<file path="config.mk">
export PLATFORM = sky130hd
export DESIGN_NAME = pie_queue
export DESIGN_NICKNAME = d
export VERILOG_FILES = /design/src/rtl/pie_pkg.sv /design/src/rtl/pie_queue.sv
export SDC_FILE = /design/constraint.sdc
export NUM_CORES = 1
export LEC_CHECK = 0
export BUFFER_PORTS_ARGS = -buffer_cell sky130_fd_sc_hd__clkbuf_2
export CAP_MARGIN = 5
export CORE_AREA = 2 2 132 134
export CTS_BUF_LIST = sky130_fd_sc_hd__clkbuf_8
export DETAILED_ROUTE_END_ITERATION = 7
export DIE_AREA = 0 0 134 136
export PLACE_DENSITY = 0.72
export SLEW_MARGIN = 20
export SYNTH_ARGS = -nofsm -noshare
export SYNTH_HDL_FRONTEND = slang
export SYNTH_SLANG_ARGS = --single-unit
</file>
<file path="constraint.sdc">
create_clock -name clk -period 5.57 [get_ports clk]
set_input_delay 0.2785 -clock clk [delete_from_list [all_inputs] [get_ports clk]]
set_output_delay 0.2785 -clock clk [all_outputs]
set_load 0.005 [all_outputs]
</file>
<file path="src/rtl/pie_pkg.sv">
package pie_pkg;

  // default sizes
  localparam int PALETTE_ENTRIES_DEF = 256;
  localparam int MAX_ROW_WIDTH_DEF   = 4096;
  localparam int MAX_ROWS_DEF        = 4096;

  // field widths
  localparam int IDX_W      = 8;
  localparam int PIXEL_W    = 32;
  localparam int BYTE_W     = 8;
  localparam int S_TDATA_W  = IDX_W + PIXEL_W + BYTE_W;
  localparam int ROW_CFG_W  = 13;
  localparam int CFG_W      = 13;
  localparam int CFG_IDX_W  = 2;
  localparam int M_TUSER_W  = 2;

  // command queue between front and back
  localparam int QUEUE_DEPTH = 4;

  typedef enum logic [1:0] {
    DEPTH_1 = 2'd0,
    DEPTH_2 = 2'd1,
    DEPTH_4 = 2'd2,
    DEPTH_8 = 2'd3
  } depth_t;

  typedef enum logic [1:0] {
    FMT_16 = 2'd0,
    FMT_24 = 2'd1,
    FMT_32 = 2'd2
  } fmt_t;

  typedef enum logic [1:0] {
    REG_INDEX_DEPTH = 2'd0,
    REG_OUT_FORMAT  = 2'd1,
    REG_ROW_WIDTH   = 2'd2,
    REG_ROW_COUNT   = 2'd3
  } reg_idx_t;

  typedef enum logic {
    CMD_WRITE  = 1'b0,
    CMD_PIXELS = 1'b1
  } cmd_kind_t;

  typedef struct packed {
    cmd_kind_t          kind;
    logic [IDX_W-1:0]   idx;
    logic [PIXEL_W-1:0] value;
    logic [BYTE_W-1:0]  src;
  } cmd_t;

  typedef struct packed {
    depth_t               index_depth;
    fmt_t                 out_format;
    logic [ROW_CFG_W-1:0] row_width;
    logic [ROW_CFG_W-1:0] row_count;
  } cfg_t;

  typedef struct packed {
    logic [PIXEL_W-1:0] pixel;
    logic               last_of_byte;
    logic               end_of_row;
    logic               end_of_frame;
  } pix_t;

endpackage

</file>
<file path="src/rtl/pie_queue.sv">
module pie_queue (
  input  logic           clk,
  input  logic           rst,
  input  logic           push_valid,
  output logic           push_ready,
  input  pie_pkg::cmd_t  push_data,
  output logic           pop_valid,
  input  logic           pop_ready,
  output pie_pkg::cmd_t  pop_data
);
  import pie_pkg::*;

  localparam int PTR_W = $clog2(QUEUE_DEPTH);
  localparam int CNT_W = $clog2(QUEUE_DEPTH + 1);

  cmd_t             slots [QUEUE_DEPTH];
  logic [PTR_W-1:0] wr_ptr;
  logic [PTR_W-1:0] rd_ptr;
  logic [CNT_W-1:0] fill;
  logic             do_push;
  logic             do_pop;

  assign push_ready = (fill != CNT_W'(QUEUE_DEPTH));
  assign pop_valid  = (fill != '0);
  assign pop_data   = slots[rd_ptr];
  assign do_push    = push_valid && push_ready;
  assign do_pop     = pop_valid && pop_ready;

  // storage
  always_ff @(posedge clk) begin
    if (do_push) begin
      slots[wr_ptr] <= push_data;
    end
  end

  // pointers and fill level
  always_ff @(posedge clk) begin
    if (rst) begin
      wr_ptr <= '0;
      rd_ptr <= '0;
      fill   <= '0;
    end else begin
      if (do_push) begin
        wr_ptr <= (wr_ptr == PTR_W'(QUEUE_DEPTH - 1)) ? '0 : wr_ptr + PTR_W'(1);
      end
      if (do_pop) begin
        rd_ptr <= (rd_ptr == PTR_W'(QUEUE_DEPTH - 1)) ? '0 : rd_ptr + PTR_W'(1);
      end
      case ({do_push, do_pop})
        2'b10:   fill <= fill + CNT_W'(1);
        2'b01:   fill <= fill - CNT_W'(1);
        default: fill <= fill;
      endcase
    end
  end

endmodule

</file>
# Word-level counts from Yosys, hierarchy flattened
# Memory sizes are Yosys's and may differ from the RTL's. A register that Yosys moved wholly into a read port is not among the register bits.
# Cells that the tools add are included.
[classes] addsub=4 eq_ne=5 mux=7 reduce_logical=4
[op_table] operator="$mux W2" count=4
[op_table] operator="$eq A2 B2 Y1 const B" count=3
[op_table] operator="$pmux W3 S2" count=1
[op_table] operator="$add A2 B1 Y2 const B" count=2
[op_table] operator="$add A3 B1 Y3 const B" count=1
[op_table] operator="$ne A3 B3 Y1 const B" count=1
[op_table] operator="$reduce_bool A3 Y1" count=1
[op_table] operator="$sub A3 B1 Y3 const B" count=1
[op_table] operator="$eq A2 B1 Y1 const B" count=1
[op_table] operator="$logic_and A1 B1 Y1" count=2
[op_table] operator="$mux W1" count=2
[op_table] operator="$reduce_bool A2 Y1" count=1
[totals] ff_bits=7 ram_bits=196 input_bits=53 out_inout_bits=51 mem_count=1
[memory_table] name="slots" depth=4 word_bits=49 rd=1 rd_ports_with_merged_regs=1 write_ports=1 line_no="pie_queue.sv:16" source="cmd_t slots [QUEUE_DEPTH];"

# Depth between registers and ports, before layout
[depth] word_depth=4 depth_mapped=9 ltp_nobuf=8

# Worst setup path after synthesis
# OpenSTA, ideal clock, no wires.
[synth_timing] kind="reg-to-reg" start="register fill[2]" end="register fill[2]" setup_ns=0.070 t_arrival_ns=2.178 setup_slack_ns=3.321 path_stages_with_launch=10 n_path_buf=1 cell_sequence="dfxtp_1 or3b_1 buf_6 nand2_2 ha_1 inv_1 fa_1 xor2_1 or3_2 a21oi_1"
[synth_between] elab_chain_len=4 word_cells_on_any_way=10 cone_classes="add/sub (2); eq/ne (3); mux (1); reduce/logical (4)"
[synth_rtl] item="start, declared" line_no="pie_queue.sv:19" source="logic [CNT_W-1:0] fill;"
[synth_rtl] item="start signal, assigned" line_no="pie_queue.sv:50" source="2'b10: fill <= fill + CNT_W'(1);"
[synth_rtl] item="start signal, assigned" line_no="pie_queue.sv:51" source="2'b01: fill <= fill - CNT_W'(1);"
[synth_rtl] item="start signal, assigned" line_no="pie_queue.sv:52" source="default: fill <= fill;"
[synth_rtl] item="$ne A3 B3 Y1 (*)" line_no="pie_queue.sv:23" source="assign push_ready = (fill != CNT_W'(QUEUE_DEPTH));"
[synth_rtl] item="via push_ready" line_no="pie_queue.sv:5" source="output logic push_ready,"
[synth_rtl] item="$logic_and A1 B1 Y1 (*)" line_no="pie_queue.sv:26" source="assign do_push = push_valid && push_ready;"
[synth_rtl] item="$eq A2 B1 Y1 / $eq A2 B2 Y1 (equally long branches)" line_no="pie_queue.sv:49" source="case ({do_push, do_pop})"
[synth_rtl] item="$pmux W3 S2 / $reduce_bool A2 Y1 (equally long branches)"
# Mark *: on every way through the listed nets, which the timed path passes. The rest lies on a longest branch.
# A chain may end at the register's enable or synchronous reset.

# Final worst setup path
[layout_timing] start="register fill[2]" end="register fill[2]"
[layout_between] elab_chain_len=4 word_cells_on_any_way=10 cone_classes="add/sub (2); eq/ne (3); mux (1); reduce/logical (4)"
[layout_rtl] item="$ne A3 B3 Y1 / $reduce_bool A3 Y1 (equally long branches)" line_no="pie_queue.sv:23, pie_queue.sv:24"
[layout_rtl] item="$logic_and A1 B1 Y1, on equally long branches" line_no="pie_queue.sv:26, pie_queue.sv:27"
[layout_rtl] item="$eq A2 B1 Y1 / $eq A2 B2 Y1 (equally long branches)" line_no="pie_queue.sv:49"
[layout_rtl] item="$pmux W3 S2 / $reduce_bool A2 Y1 (equally long branches)"
# Several ways; a longest one is shown, not always the timed one.

==> flow_summary.yaml <==
setup_path:
  required_ps: 5980
  cp_max_fo: 7
  worstPathArrival_ps: 2870
  critPathKind: "reg2reg"
  rrSetupSlack_ps: 3120
  r2r-end: "fill[2]"
  reg2reg_from: "fill[2]"
  reg2reg_depth: 8
  start_kind: "flop"
  cp-end-kind: "flop"
die:
  die_w_um: 134
  io_pins: 104
  coreArea_um2: 16900
  initial_core_util: 0.448
  die_y_um: 136
  row_count: 48
  dieArea_um2: 18200
drt:
  drtAntennaViolNets: 0
  wl_mm: 13.6
  highest_layer: "met4"
  drc: 0
  drt_iter0_drc: 244
  wl_met2_mm: 6.98
  drtPass1Iterations: 4
  wire_per_inst_um: 18.5
  drt-met1-wl_mm: 5.40
  num_vias: 3750
  dr_wl_met3_um: 851
  viasPerCell: 5.10
placed_design:
  port_buffers: 103
  routabilityCongestion: 0.654
  dp_hpwl_mm: 7.55
finish:
  n_fill_cell: 1296
  regArea_um2: 6070
  utilization: 0.558
  layout_commonest_cell: "edfxtp_1"
  nNetsFinal: 549
  antennaDiodeCount: 0
  multi_input_area_um2: 1390
  final_layout_size_suffix_gt1_frac: 0.409
  layout_common_cells: "196 x edfxtp_1, 103 x clkbuf_2, 49 x mux4_2, 49 x dlygate4sd3_1, 36 x clkbuf_8"
  area_growth_pct: 24.4
timing:
  period_minus_slack_ps: 2450
  tightest_slew_ps: 757
  finalHoldViolCount: 0
  rsz0062_at_grt: "false"
  min_period_over_period: 0.441
  maxSlewViolCount: 0
  maxSlewHeadroom: 0.495
  tns_ps: 0
  skew_ps: 25.1
  max_freq_ghz: 0.407
  setup_violations: 0
cts:
  path_clk_slew_ps: 50
  clock_latency_ps: 500
  cts_root_buf: "clkbuf_8"
  cts_resized: 0
  cts_tree: "done"
  h-tree-depth: 2
  cts_buffers: 34
  clock_path_buffers: 3
  cts.sinks: 205
power_and_ir_drop:
  p_sw_frac: 0.252
  p_int_w: 0.00285
  power_density_nw_per_um2: 406
  p_switching_w: 0.000963
  clock_power_share: 0.296
  power_leakage_nw: 3.30
  max-vdd-ir-drop_uv: 274
  comb_power_share: 0.197
  pwr-share-seq: 0.507
flow_run:
  drv_cap: 0
global_route:
  antenna_found_initial: 0
  grt_pass1_vias: 4063
  gr-total-overflow: 0
  grt.total_usage: 0.151
  grt_max_degree: 50
  grt_pass1_wl_mm: 20.7
min_path:
  worstHoldPathType: "in2reg"
  min-delay-start: "rst"
  whs_endpoint: "fill[2]"
  min_path_cells: 2
logic_synthesis:
  synthCells: 308
  synth_nets: 368
  mappedNetlistArea_um2: 7570
  yosysUniqueCellTypes: 25
  syn_avg_cell_area_um2: 24.6
  yosys_warnings: 0
  ys_seq_elements: 205
  seq_area_frac_synth: 0.802
outcome:
  status: "completed"
==> how the worst max path moves through the flow <==
| stage | from | to | cells after the start | slack [ps] |
|---|---|---|---|---|
| 6_report | fill[2] | fill[2] | 8 | 3120 |
| 4_1_cts | flop | pop_data[0] | 2 | 2880 |
| 3_5_place_dp | fill[2] | fill[2] | 8 | 3160 |
| 3_3_place_gp | fill[2] | fill[2] | 8 | 3280 |
| 2_1_floorplan | fill[2] | fill[2] | 9 | 3320 |
| 5_1_grt | fill[2] | fill[2] | 8 | 2950 |
==> final cells by class <==
type / instances / share of cell area
clock buffer: 36 / 0.0527
clock inverter: 22 / 0.00971
inverter: 6 / 0.00239
multi-input combinational: 84 / 0.147
sequential: 205 / 0.645
tap: 225 / 0.0299
timing repair buffer: 158 / 0.113
==> stage by stage <==
stage	total power [W]	cell area (um2)	hold slack [ps]	worst slack, ps	instances
after floorplan	0.00241	7570	377	3320	308
after global placement	0.00266	8310	462	3280	628
after detailed placement	0.00270	8310	487	3160	628
after CTS	0.00387	9390	35.4	2880	735
after global routing	0.00400	9410	74.1	2950	736
final	0.00382	9410	81.3	3120	736
==> synth_stat cells <==
| master | count | share of area |
|---|---|---|
| or3_1 | 2 | 0.0017 |
| nor2_1 | 4 | 0.0020 |
| dfxtp_1 | 9 | 0.024 |
| xor2_1 | 2 | 0.0023 |
| buf_4 | 3 | 0.0030 |
| a211o_1 | 1 | 0.0012 |
| buf_6 | 4 | 0.0060 |
| o31ai_1 | 1 | 0.00099 |
| mux4_2 | 49 | 0.15 |
| buf_1 | 4 | 0.0020 |
| nand2_2 | 1 | 0.00083 |
| a21oi_1 | 3 | 0.0020 |
| or3b_1 | 1 | 0.0012 |
| fa_1 | 1 | 0.0026 |
| buf_2 | 2 | 0.0013 |
| or3_2 | 2 | 0.0020 |
| ha_1 | 6 | 0.0099 |
| o21ai_2 | 1 | 0.0012 |
| mux2i_1 | 2 | 0.0026 |
| inv_1 | 6 | 0.0030 |
| nand2_1 | 1 | 0.00050 |
| edfxtp_1 | 196 | 0.78 |
| nand2b_1 | 2 | 0.0017 |
| and3_2 | 4 | 0.0040 |
| o21ai_0 | 1 | 0.00066 |
==> power groups by stage <==
stage                     Combinational (W)  Clock (W)  Sequential [W]
after floorplan                    0.000499          0         0.00192
after global placement             0.000662          0         0.00200
after detailed placement           0.000683          0         0.00201
after CTS                          0.000713    0.00118         0.00198
after global routing               0.000814    0.00123         0.00195
final                              0.000751    0.00113         0.00194
==> what timing repair did <==
action                                 CTS  global route
hold buffers                            49             0
buffers inserted                         0             0
endpoints found under the hold margin  196             0
==> registers in the layout (all words and copies together), names as in the netlist, named ones only <==
signal  cells
slots     196
fill        3
rd_ptr      2
wr_ptr      2
==> critical path, stage by stage (launching register included) <==
cell	delay, ps
dfxtp_1	360
or3b_1	470
nand2_2	160
ha_1	220
inv_1	90
fa_1	370
xor2_1	170
or3_2	420
a21oi_1	140
==> routing by layer <==
layer  GRT usage  vias up
li1            -     1662
met1       0.178     1936
met2       0.259      116
met3      0.0451       36
met4      0.0638        0
met5           0        -
==> kinds of logic after synthesis <==
| family | Yosys count | share of synthesized area |
|---|---|---|
| flops | 205 | 0.802 |
| xor+xnor | 2 | 0.00232 |
| buf+inv | 19 | 0.0152 |
| simple gates | 17 | 0.0137 |
| compound gates | 7 | 0.00595 |
| fa+ha+maj | 7 | 0.0126 |
| mux | 51 | 0.149 |
Power figures use the tool's default switching activity.
